--- src/cau_pkg.sv ---
// Package for the complex arithmetic unit: operation codes, item/result types
// and the shared saturation and divider-step functions. No dependencies.
`timescale 1ns / 1ps

package cau_pkg;

    localparam int CAU_FRAC_BITS   = 16;
    localparam int CAU_QUEUE_DEPTH = 4;

    localparam logic [3:0] OP_ADD = 4'd0;
    localparam logic [3:0] OP_SUB = 4'd1;
    localparam logic [3:0] OP_MUL = 4'd2;
    localparam logic [3:0] OP_DIV = 4'd3;
    localparam logic [3:0] OP_EQ  = 4'd4;
    localparam logic [3:0] OP_NE  = 4'd5;
    localparam logic [3:0] OP_GT  = 4'd6;
    localparam logic [3:0] OP_LT  = 4'd7;
    localparam logic [3:0] OP_GE  = 4'd8;
    localparam logic [3:0] OP_LE  = 4'd9;

    // divider quotient cap, 2^40
    localparam logic [40:0] QUOT_CAP = 41'h100_0000_0000;

    typedef enum logic [3:0] {
        CLS_ADD, CLS_SUB, CLS_MUL, CLS_DIV, CLS_EQ, CLS_NE,
        CLS_GT, CLS_LT, CLS_GE, CLS_LE, CLS_NOP
    } t_cls;

    typedef enum logic [1:0] {
        ST_OK   = 2'd0,
        ST_DIVZ = 2'd1,
        ST_SAT  = 2'd2
    } t_status;

    typedef struct packed {
        t_cls               cls;
        logic signed [31:0] a_re;
        logic signed [31:0] a_im;
        logic signed [31:0] b_re;
        logic signed [31:0] b_im;
    } t_item;

    typedef struct packed {
        logic [31:0] re;
        logic [31:0] im;
        logic        cmp;
        t_status     status;
    } t_res;

    typedef struct packed {
        logic [31:0] val;
        logic        sat;
    } t_sat;

    // one lane of the restoring divider
    typedef struct packed {
        logic        neg;
        logic [63:0] r;
        logic [40:0] q;
        logic        big;
        logic [63:0] mag;
    } t_lane;

    function automatic t_sat sat_pack(input logic neg, input logic [63:0] q);
        t_sat s;
        s.sat = 1'b0;
        if (!neg) begin
            if (q > 64'h7FFF_FFFF) begin
                s.sat = 1'b1;
                s.val = 32'h7FFF_FFFF;
            end else begin
                s.val = q[31:0];
            end
        end else begin
            if (q > 64'h8000_0000) begin
                s.sat = 1'b1;
                s.val = 32'h8000_0000;
            end else begin
                s.val = 32'(0) - q[31:0];
            end
        end
        return s;
    endfunction

    function automatic t_sat add_sat(input logic signed [32:0] s);
        t_sat o;
        o.sat = s[32] != s[31];
        if (o.sat) begin
            o.val = s[32] ? 32'h8000_0000 : 32'h7FFF_FFFF;
        end else begin
            o.val = s[31:0];
        end
        return o;
    endfunction

    function automatic t_lane div_step(input t_lane l, input logic [63:0] den);
        t_lane       n;
        logic [63:0] rs;
        n      = l;
        rs     = {l.r[62:0], l.mag[63]};
        n.mag  = {l.mag[62:0], 1'b0};
        if (l.q >= QUOT_CAP) begin
            n.big = 1'b1;
        end else begin
            n.q = {l.q[39:0], 1'b0};
        end
        if (rs >= den) begin
            n.r = rs - den;
            if (!n.big) begin
                n.q[0] = 1'b1;
            end
        end else begin
            n.r = rs;
        end
        return n;
    endfunction

    // round to nearest, ties away, then clamp
    function automatic t_sat div_finish(input t_lane l, input logic [63:0] den);
        logic [41:0] qf;
        if (l.big) begin
            qf = {1'b0, QUOT_CAP};
        end else begin
            qf = {1'b0, l.q} + 42'(({l.r, 1'b0} >= {1'b0, den}) ? 1 : 0);
        end
        return sat_pack(l.neg, 64'(qf));
    endfunction

endpackage

--- src/cau_queue.sv ---
// Short FIFO of classified items between front and back end.
// Depends on cau_pkg.
`timescale 1ns / 1ps

module cau_queue import cau_pkg::*; (
    input  logic  i_clk,
    input  logic  i_rst_n,
    input  logic  i_wr,
    input  t_item i_item,
    input  logic  i_rd,
    output logic  o_full,
    output logic  o_empty,
    output t_item o_item
);

    localparam int AW = $clog2(CAU_QUEUE_DEPTH);

    t_item         r_mem [CAU_QUEUE_DEPTH];
    logic [AW-1:0] r_wr;
    logic [AW-1:0] r_rd;
    logic [AW:0]   r_cnt;

    always_ff @(posedge i_clk) begin
        if (!i_rst_n) begin
            r_wr  <= '0;
            r_rd  <= '0;
            r_cnt <= '0;
        end else begin
            if (i_wr) begin
                r_wr <= r_wr + AW'(1);
            end
            if (i_rd) begin
                r_rd <= r_rd + AW'(1);
            end
            r_cnt <= r_cnt + (AW+1)'(i_wr) - (AW+1)'(i_rd);
        end
    end

    always_ff @(posedge i_clk) begin
        if (i_wr) begin
            r_mem[r_wr] <= i_item;
        end
    end

    assign o_full  = r_cnt == (AW+1)'(CAU_QUEUE_DEPTH);
    assign o_empty = r_cnt == '0;
    assign o_item  = r_mem[r_rd];

endmodule

--- config.mk ---
export PLATFORM = sky130hd
export DESIGN_NAME = cau_queue
export DESIGN_NICKNAME = d
export VERILOG_FILES = /design/src/cau_pkg.sv /design/src/cau_queue.sv
export SDC_FILE = /design/constraint.sdc
export NUM_CORES = 1
export LEC_CHECK = 0
export ABC_AREA = 1
export BUFFER_PORTS_ARGS = -buffer_cell sky130_fd_sc_hd__buf_4
export CORE_MARGIN = 2
export CORE_UTILIZATION = 58
export DETAILED_ROUTE_END_ITERATION = 7
export PLACE_DENSITY = 0.8
export SLEW_MARGIN = 15
export SYNTH_ARGS = -nofsm -noshare
export SYNTH_HDL_FRONTEND = slang
export SYNTH_SLANG_ARGS = --single-unit
--- constraint.sdc ---
create_clock -name i_clk -period 4.4 [get_ports i_clk]
set_input_delay 0.22 -clock i_clk [delete_from_list [all_inputs] [get_ports i_clk]]
set_output_delay 0.22 -clock i_clk [all_outputs]
set_load 0.05 [all_outputs]
==> results.toml <==
[status]
outcome = "finished clean"

[timing]
slew_violations = 0
worstMarginPinSlew_ps = 942
max-slew-margin-rel_pct = 37.2
setup_violations = 0
fin_crit_sh_pct = 64.0
min_period_ps = 2820
rsz0062_at_grt = "false"
max_freq_mhz = 355
finalHoldViolations = 0
skew_ps = 19.9
fin_setup_tns_ps = 0

[drt]
wl_per_cell_um = 17.5
drtIter0Drc = 969
drc_errors = 0
drt_pass1_iterations = 7
drt-total-wl_um = 43700
final_antenna_net_count = 0
vias_per_cell = 5.30
vias = 13198

[synth]
ys_types = 17
ys_ff_latch = 537
synth_seq_area_share_pct = 75.3
netlist_instances = 1595
yosys_warnings = 0
syn_nets = 1738
syn_avg_cell_area_um2 = 13.3
netlist_area_um2 = 21300

[placed_design]
dp_hpwl_um = 23900
numPortBuffers = 269
place_area_um2 = 23500
gp_congestion = 0.772

[clocking]
clock-sinks = 537
cts_buffer_depth = 3
path_clk_slew_ps = 60
cts_tree = "yes"
clk_latency_ps = 570
cts_resized = 0
clock-root-buffer = "clkbuf_16"
numCtsBuffers = 52
h-tree-depth = 2

[min_path]
hold_depth = 2
hp-start = "i_item[84]"
min_to = "r_mem[1][84]"
hold_class = "in2reg"

[setup_path]
critical_path.max_fanout = 63
cp.required_ps = 4180
crit_arrival_ps = 2600
crit_path_max_incr_delay_ps = 820
timing.rr.start = "r_wr[0]"
critPathKind = "reg2out"
r2r_end = "r_mem[2][71]"
endpoint_kind = "output port"
slowest_stage = "dfxtp_4"
r2r.worst_path.cells = 5
crit_family = "buffers and inverters"
crit_chain = "buf_4 > o211ai_1 > nand2_1 > buf_4"
critPathBufInv = 2
rrSetupSlack_ps = 2220
path_common_cell = "buf_4"
startpoint_type = "flop"

[floorplan]
chipWidth_um = 196
coreArea_um2 = 36300
initial_core_util_pct = 58.6
die_y_um = 196
num_rows = 70
fp.dieArea_um2 = 38300
io_pins = 270

[global_route]
grt_util_all_layers_pct = 22.6
grt_antenna_before_repair = 2
grt_pass1_vias = 13229
overflow = 0
grt_pass1_wl_um = 67200
grt_max_degree = 125

[cells_and_area]
fin_util_pct = 72.8
final_area_um2 = 26500
area_growth_syn_to_layout_pct = 24.3
drive_above_1_share_pct = 17.8
num-fill-cells = 2184
final_nets = 2126

[power_and_ir_drop]
vdd_ir_drop_max_uv = 428
p_leak_nw = 10.3
p_per_area_nw_per_um2 = 455

[job]
drv_cap = 0
[how the worst max path moves through the flow]
stage / depth (start not counted) / slack, ps / start / endpoint
after global routing: 5 / 1400 / flop / o_item[94]
final: 4 / 1580 / flop / o_item[94]
after CTS: 5 / 1550 / flop / o_item[98]
after global placement: 4 / 2220 / flop / o_item[94]
after floorplan: 4 / 790 / r_wr[0] / r_mem[2][0]
after detailed placement: 4 / 2180 / flop / o_item[94]
[layout by cell type (no fill, tap or decap)]
cell,count
o21ai_1,124
nor3_1,1
buf_12,9
edfxtp_1,528
a21oi_1,138
buf_4,277
clkbuf_1,9
clkbuf_16,53
nor2_1,2
o21ai_0,12
clkinvlp_4,2
inv_1,275
ha_1,6
clkinv_1,13
o211ai_1,132
bufinv_16,6
clkinv_2,6
nand3_1,1
dlygate4sd3_1,136
nand2_1,274
diode_2,3
inv_6,4
fa_1,1
dfxtp_4,2
dfxtp_1,7
[worst reg2reg max path: cells and delay by family, from the launching register on]
kind / cells / cell delay (ps)
flops: 1 / 330
fa+ha+maj: 1 / 160
simple gates: 1 / 110
buf+inv: 3 / 1250
[state kept, by name (all words and copies together), names as in the netlist, named ones only]
name	flops
r_mem	528
r_cnt	3
r_rd	2
r_wr	2
[synth_stat cells (all sizes together)]
library cell  instances  area share (%)
fa                    1           0.094
inv                 279             4.9
o21ai               136             3.2
nor3                  1           0.023
edfxtp              528              74
dfxtp                 9            0.85
ha                    6            0.35
nand3                 1           0.023
clkbuf               12            0.28
a21oi               138             3.2
o211ai              132             4.7
buf                  76             3.0
nand2               274             4.8
nor2                  2           0.035
[power breakdown]
part	internal, mW	switching [mW]	total, mW
clock	2.53	1.75	4.28
sequential	5.86	0.0857	5.94
combinational	0.566	1.26	1.83
[metal layers]
| metal | part of all wire [%] | up-vias | track usage [%] |
|---|---|---|---|
| met5 | 0 | - | 0 |
| met4 | 2.6 | 0 | 7.55 |
| met3 | 7.4 | 87 | 5.39 |
| li1 | - | 6327 | - |
| met1 | 38 | 6311 | 26.8 |
| met2 | 52 | 473 | 40.5 |
[kinds of logic after synthesis]
family | synth area share [%]
flops | 75.3
compound gates | 11.1
buf+inv | 8.24
simple gates | 4.91
fa+ha+maj | 0.447
[final cells by class]
class	instances	area [µm²]	share of cell area, %
Clock inverter	27	274	1.04
Multi-Input combinational cell	691	3500	13.2
Inverter	279	1070	4.03
Sequential cell	537	16000	60.6
Tap cell	468	586	2.21
Timing Repair Buffer	422	3620	13.7
Clock buffer	62	1360	5.14
Antenna cell	3	7.51	0.0284
[per-stage QoR]
stage | worst slack, ps | power (mW) | hold slack [ps] | instances
floorplan | 785 | 7.22 | 312 | 1595
global placement | 2220 | 7.72 | 418 | 2261
detailed placement | 2180 | 7.76 | 423 | 2261
CTS | 1550 | 12.1 | 369 | 2486
global route | 1400 | 12.4 | 388 | 2488
finish | 1580 | 12.1 | 396 | 2489
[what timing repair did]
action / in CTS / in global routing
setup buffers: 0 / 0
hold endpoints to repair: 537 / 0
hold buffers: 136 / 0
No activity file was read; power rests on OpenSTA's default activity.
